### src/rtl/bpa_pkg.sv
// Shared types, codes and helpers of the bitmap page allocator.
// No dependencies; the controller, datapath, top level and checker import this package.
package bpa_pkg;

  localparam int unsigned MAX_PAGES_DEF = 65536;

  localparam int unsigned TOTAL_W = 17;
  localparam int unsigned PAGE_W  = 16;
  localparam int unsigned COUNT_W = 17;
  localparam int unsigned MODE_W  = 2;
  localparam int unsigned WORD_W  = 64;
  localparam int unsigned PADDR_W = 3;
  localparam int unsigned PDATA_W = 32;

  localparam logic [TOTAL_W-1:0] TOTAL_RESET   = 17'h10000;
  localparam logic [WORD_W-1:0]  WORD_ALL_USED = '1;

  // Input mode codes; the fourth code leaves the map alone and is answered with done
  localparam logic [MODE_W-1:0] MODE_ALLOC   = 2'd0;
  localparam logic [MODE_W-1:0] MODE_RELEASE = 2'd1;
  localparam logic [MODE_W-1:0] MODE_RESERVE = 2'd2;

  // Register index, taken from paddr[2]
  localparam logic REG_TOTAL_PAGES = 1'b0;

  typedef enum logic [1:0] {
    STATUS_DONE         = 2'd0,
    STATUS_NO_FREE      = 2'd1,
    STATUS_OUT_OF_RANGE = 2'd2
  } status_e;

  // Commands from the controller to the datapath
  typedef struct packed {
    logic clr_wr;
    logic accept;
    logic setup;
    logic scan;
    logic enc;
    logic alloc;
    logic mask;
    logic rd;
    logic wr;
    logic out_load;
  } cmd_t;

  // Status from the datapath to the controller
  typedef struct packed {
    logic clr_last;
    logic mode_alloc;
    logic mode_range;
    logic found;
    logic none;
    logic skip;
    logic range_last;
    logic out_free;
  } sts_t;

  // Index of the lowest clear bit; 63 when every bit is set
  function automatic logic [5:0] lowest_zero(input logic [WORD_W-1:0] word);
    logic [5:0] idx;
    idx = 6'd63;
    for (int i = WORD_W - 1; i >= 0; i--) begin
      if (!word[i]) begin
        idx = 6'(i);
      end
    end
    return idx;
  endfunction

endpackage

### src/rtl/bpa_ctrl.sv
// Sequencing state machine of the page allocator: clearing pass, scan, range walk.
// Depends on bpa_pkg for the command and status structs.
module bpa_ctrl (
  input  logic          clk_i,
  input  logic          rst_ni,
  input  logic          in_valid_i,
  output logic          in_ready_o,
  input  bpa_pkg::sts_t sts_i,
  output bpa_pkg::cmd_t cmd_o
);
  import bpa_pkg::*;

  typedef enum logic [9:0] {
    S_CLEAR  = 10'b00_0000_0001,
    S_IDLE   = 10'b00_0000_0010,
    S_SETUP  = 10'b00_0000_0100,
    S_SCAN   = 10'b00_0000_1000,
    S_ENC    = 10'b00_0001_0000,
    S_ALLOC  = 10'b00_0010_0000,
    S_MASK   = 10'b00_0100_0000,
    S_RRD    = 10'b00_1000_0000,
    S_RWR    = 10'b01_0000_0000,
    S_FINISH = 10'b10_0000_0000
  } state_e;

  state_e state_q, state_d;

  always_comb begin
    state_d    = state_q;
    cmd_o      = '0;
    in_ready_o = 1'b0;
    case (state_q)
      S_CLEAR: begin
        cmd_o.clr_wr = 1'b1;
        if (sts_i.clr_last) begin
          state_d = S_IDLE;
        end
      end
      S_IDLE: begin
        in_ready_o = 1'b1;
        if (in_valid_i) begin
          cmd_o.accept = 1'b1;
          state_d      = S_SETUP;
        end
      end
      S_SETUP: begin
        cmd_o.setup = 1'b1;
        if (sts_i.mode_alloc) begin
          state_d = S_SCAN;
        end else if (sts_i.mode_range) begin
          state_d = S_MASK;
        end else begin
          state_d = S_FINISH;
        end
      end
      S_SCAN: begin
        cmd_o.scan = 1'b1;
        if (sts_i.found) begin
          state_d = S_ENC;
        end else if (sts_i.none) begin
          state_d = S_FINISH;
        end
      end
      S_ENC: begin
        cmd_o.enc = 1'b1;
        state_d   = S_ALLOC;
      end
      S_ALLOC: begin
        cmd_o.alloc = 1'b1;
        state_d     = S_FINISH;
      end
      S_MASK: begin
        cmd_o.mask = 1'b1;
        // start out of range or empty run: leave the map alone
        state_d = sts_i.skip ? S_FINISH : S_RRD;
      end
      S_RRD: begin
        cmd_o.rd = 1'b1;
        state_d  = S_RWR;
      end
      S_RWR: begin
        cmd_o.wr = 1'b1;
        state_d  = sts_i.range_last ? S_FINISH : S_RRD;
      end
      S_FINISH: begin
        if (sts_i.out_free) begin
          cmd_o.out_load = 1'b1;
          state_d        = S_IDLE;
        end
      end
      default: begin
        state_d = S_IDLE;
      end
    endcase
  end

  always_ff @(posedge clk_i or negedge rst_ni) begin
    if (!rst_ni) begin
      state_q <= S_CLEAR;
    end else begin
      state_q <= state_d;
    end
  end

endmodule

### config.mk
export PLATFORM = sky130hd
export DESIGN_NAME = bpa_ctrl
export DESIGN_NICKNAME = d
export VERILOG_FILES = /design/src/rtl/bpa_pkg.sv /design/src/rtl/bpa_ctrl.sv
export SDC_FILE = /design/constraint.sdc
export NUM_CORES = 1
export LEC_CHECK = 0
export CAP_MARGIN = 10
export CORE_MARGIN = 2
export CORE_UTILIZATION = 53
export DETAILED_ROUTE_END_ITERATION = 8
export DONT_BUFFER_PORTS = 1
export PLACE_DENSITY = 0.73
export SLEW_MARGIN = 25
export SYNTH_ARGS = -nofsm -noshare
export SYNTH_HDL_FRONTEND = slang
export SYNTH_SLANG_ARGS = --single-unit
### constraint.sdc
create_clock -name clk_i -period 1.7 [get_ports clk_i]
set_input_delay 0.255 -clock clk_i [delete_from_list [all_inputs] [get_ports clk_i]]
set_output_delay 0.255 -clock clk_i [all_outputs]
set_load 0.05 [all_outputs]
==> out/summary.txt, run 1 <==
Status: stopped before the end
Halt Stage: 5_1_grt
Stop err: [ERROR DPL-0033] detailed placement checks failed during check placement.
Post-Syn Area: 696 sq um
PortBufs: 0
# H-tree levels: 1
Ys Warns: 0
Starting Density: 54.8%
Number of cell rows: 13
Synth Register Bits: 10
Net Count, Synth: 88
Worst_ep kind: primary output
Die W: 40.2 um
Routability cong.: 0.881
Max Buffers Root-to-Sink: 2
Largest net degree at the start of global routing: 11
Post-DP HPWL: 1480 um
Syn Area/Cell: 9.03 sq um
Die Y: 40.2 um
Mapped Cells: 77
Yosys cell types: 34
CTS Sinks: 10
TritonCTS buffer count: 3
Clock root cell: clkbuf_4
Top-Level Pins: 22
Crit. endpoint post-GRT repair: cmd_o[8]
Sequential cell area fraction in the yosys report: 36.2%
Initial antenna violation count: 1
## what timing repair did
action	CTS
endpoints found under the setup margin	13
setup buffers	6
pin swaps	11
cloned	0
hold buffers	2
hold endpoints to repair	11
resized for setup	17
## cell families after synthesis
logic type	after synthesis	synth area share [%]
xor+xnor	1	1.26
flops	10	36.2
buf+inv	7	5.04
compound gates	11	12.1
simple gates	48	45.5
## through the flow
step           std cells  worst slack (ns)  setup TNS (ns)  hold WS, ns  area [sq um]
2_1_floorplan         77            -0.457           -2.68      -0.0406           781
3_3_place_gp         113           -0.0380         -0.0380      -0.0404          1020
3_5_place_dp         113           -0.0532          -0.126      -0.0404          1020
4_1_cts              125            -0.265           -2.33       0.0900          1190
## cell usage after synthesis
cell | n | area, sq um
and3_2 | 1 | 7.51
o32a_1 | 1 | 10.0
nor2_1 | 6 | 22.5
nand4_1 | 2 | 12.5
nor4_1 | 4 | 25.0
o21ai_0 | 1 | 5.00
a22o_1 | 1 | 8.76
or4b_2 | 2 | 20.0
nor4_2 | 1 | 12.5
nor3b_1 | 6 | 45.0
dfstp_2 | 1 | 26.3
and3_4 | 1 | 11.3
xor2_1 | 1 | 8.76
o211ai_1 | 1 | 7.51
dfrtp_1 | 9 | 225
nor4_4 | 1 | 21.3
nand2_1 | 6 | 22.5
buf_2 | 1 | 5.00
and3_1 | 3 | 18.8
a32oi_1 | 1 | 8.76
and3b_1 | 1 | 8.76
o31ai_1 | 1 | 7.51
buf_6 | 1 | 11.3
nor3_1 | 2 | 10.0
or3b_1 | 1 | 8.76
o41ai_1 | 1 | 8.76
inv_1 | 5 | 18.8
nand2b_1 | 2 | 12.5
nor2b_1 | 3 | 18.8
nand3_1 | 2 | 10.0
and2_1 | 3 | 18.8
a31oi_1 | 3 | 18.8
and3b_2 | 1 | 10.0
a31o_2 | 1 | 8.76
==> run 2, diff against run 1 <==
- CORE_AREA: not set -> 2 2 63 65
- CORE_MARGIN: 2 -> not set
- CORE_UTILIZATION: 53 -> not set
- DIE_AREA: not set -> 0 0 65 67
- PLACE_DENSITY: 0.73 -> not set
- PLACE_DENSITY_LB_ADDON: not set -> 0.15
- clock period: 1.7 -> 2.2 ns (I/O delays scaled with it)
==> run 2 against run 1 <==
  * Synthesized area stayed put
  * Synthesized cell count stayed put
  * The run now ends clean
==> out/summary.txt, run 2 <==
Status: complete, no violations (was stopped before the end)
Cell internal pwr: 0.000567 W
Post-Syn Area: 696 sq um (unchanged)
Number of cell rows: 22 (was 13)
Sequential cell area fraction in the yosys report: 36.2% (unchanged)
Routed Antenna Nets: 0
Area grow syn2layout: 38.8%
Post-layout min period: 2.08 ns
CP max-delay cell: dfrtp_1
P per Cell Area: 1070 mW/mm^2
Final Skew: 0.00327 ns
Leak: 0.425 nW
Starting Density: 19.3% (was 54.8%)
Flop pwr share: 25.4%
Routed wire length per instance: 13.7 um
Top_reg_cell synth: dfrtp_1 (unchanged)
Die W: 65 um (was 40.2 um)
Clock tree from TritonCTS: built
Grt ovf: 0
Net Count, Synth: 88 (unchanged)
TritonCTS buffer count: 3 (unchanged)
Met3 usage: 3.89%
# H-tree levels: 1 (unchanged)
Asr flop ratio synth: 100% (unchanged)
Initial antenna violation count: 0
Vias in the first global route: 663
Max Cap Viol: 0
Area leader, netlist: dfrtp_1 (unchanged)
DP Area: 886 sq um (was 0.00102 sq mm)
Count leader, synth: dfrtp_1 (unchanged)
Diode count: 0
Die Area: 0.00436 sq mm
Combinational power share: 51.3%
WL final: 1940 um
Met1 Track Usage GR: 13.1%
Post-DP HPWL: 1570 um (was 1480 um)
Max FFs per register: 10
CTS clk-pin slew, worst paths: 0.05 ns
Syn Area/Cell: 9.03 sq um (unchanged)
Post-route cell area: 966 sq um
Routability cong.: 0.776 (was 0.881)
Worst slack, placed: 0.319 ns (was -0.0532 ns)
Biggest regs: state_q: 10 flops
Synth Register Bits: 10 (unchanged)
Largest net degree at the start of global routing: 11
Die Y: 67 um (was 40.2 um)
Mapped Cells: 77 (unchanged)
# DRC: 0
Clock root cell: clkbuf_8 (was clkbuf_4)
Setup crit end kind: output port
Util after Layout: 26.8%
Max FO, Critical Path: 7
Slack of the critical path: 0.121 ns
PortBufs: 0 (unchanged)
Max Buffers Root-to-Sink: 2 (unchanged)
Top post-synthesis cells by area: dfrtp_1 32%, nor3b_1 6.5%, dfstp_2 3.8% (unchanged)
Slew headroom: 65.8%
Ys Warns: 0 (unchanged)
Top-Level Pins: 22 (unchanged)
Critical path type: flop to output port
CP arrival: 1.75 ns
Sw frac: 44.9%
Worst reg-to-reg setup slack: 0.34 ns
FMAX: 481 MHz
Yosys cell types: 34 (unchanged)
Post CTS Setup Buffer Count: 0 (was 6)
Final nets: 105
Pins Over Slew Limit: 0
Commonest cells after routing, fill and taps aside: 12 x buf_4, 8 x dfrtp_1, 6 x nor2_1, 6 x nand2_1, 5 x inv_1
Worst-Margin Slew: 0.512 ns
Layout cell share with drive strength beyond 1: 35.5%
Final hold vios: 0
DR vias: 650
Critical Path Source Type: flop
Commonest non-fill, non-tap cell in the layout: buf_4
WP data required: 1.87 ns
Worst-skew pair later-pin latency: 0.24 ns
Fin crit share: 94.5%
Synth top area share: 32.4% (unchanged)
First-pass iteration count of the detailed router: 4
Unrepaired setup endpoints after global routing: true
Most flops, register: state_q
Layer with the highest usage: met2
Post-synth top cells: 9 x dfrtp_1, 6 x nand2_1, 6 x nor2_1, 6 x nor3b_1, 5 x inv_1 (unchanged)
First DRT Iteration DRCs: 50
NetSw: 0.000462 W
Min-Delay Path Class: input port to flop
WHS: 0.112 ns
First-pass GRT wire length: 3280 um
GRT Overall Usage: 10.1%
Clock network fraction of total power: 23.3%
CORE AREA: 0.00361 sq mm
Post-synth EDFFs: 0 (unchanged)
CTS Sinks: 10 (unchanged)
IR drop worst, VDD: 791 uV
Largest stage delay, worst path: 0.47 ns
CP cell instances: nor4_4, nand2_1, nor3_2, and2_1, buf_12
Endpoints failing setup: 0
Vias per inst: 4.61
GR Layer Usage met2: 16.1%
run 2: cell counts after synthesis:
Identical to the previous run, type by type.
run 2: kinds of logic after synthesis:
family	count (synthesis)	synth area share [%]
simple gates	48	45.5
compound gates	11	12.1
flops	10	36.2
buf+inv	7	5.04
xor+xnor	1	1.26
run 2: area by class of cell:
type	count	area (sq um)
Multi-Input combinational cell	60	459
Clock buffer	4	55.1
Fill cell	381	2640
Timing Repair Buffer	14	120
Inverter	5	18.8
Sequential cell	10	253
Tap cell	48	60.1
run 2: per-layer routing:
layer  vias up  share of wire, %
met5         -                 0
met4         0              0.41
met3         3               5.8
met2        16                48
met1       307                45
li1        324                 -
run 2: worst paths after layout:
| check | startpoint | end | cells past startpoint |
|---|---|---|---|
| min in group asynchronous | rst_ni | state_q[6] | 1 |
| setup reg to reg | state_q[7] | state_q[9] | 5 |
| hold / removal | sts_i[7] | state_q[0] | 1 |
| max in group asynchronous | rst_ni | state_q[4] | 1 |
| hold reg to reg | state_q[4] | state_q[8] | 1 |
| setup / recovery | state_q[7] | cmd_o[8] | 5 |
run 2: critical path: cells and delay by family (launching register included):
family / cells / cell delay [ns]
simple gates: 4 / 0.88
flops: 1 / 0.47
buf+inv: 1 / 0.14
run 2: power groups by stage:
stage | registers, W | logic, W | clock network [W]
5_1_grt | 0.000268 | 0.000580 | 0.000259
2_1_floorplan | 0.000244 | 0.000376 | 0
4_1_cts | 0.000255 | 0.000518 | 0.000247
3_3_place_gp | 0.000258 | 0.000513 | 0
3_5_place_dp | 0.000258 | 0.000510 | 0
6_report | 0.000261 | 0.000528 | 0.000240
run 2: through the flow:
step | setup TNS [ns] | power (W) | instances
floorplan | -1.08 | 0.000620 | 77
global placement | 0 | 0.000771 | 136
detailed placement | 0 | 0.000768 | 136
CTS | 0 | 0.00102 | 141
global route | -0.0232 | 0.00111 | 141
finish | 0 | 0.00103 | 141
run 2: what timing repair did:
action / 4_1_cts / 5_1_grt
endpoints found under the setup margin: 0 / 3
hold buffers: 1 / 0
resized for setup: 0 / 3
endpoints found under the hold margin: 10 / 0
Power figures use the tool's default switching activity.
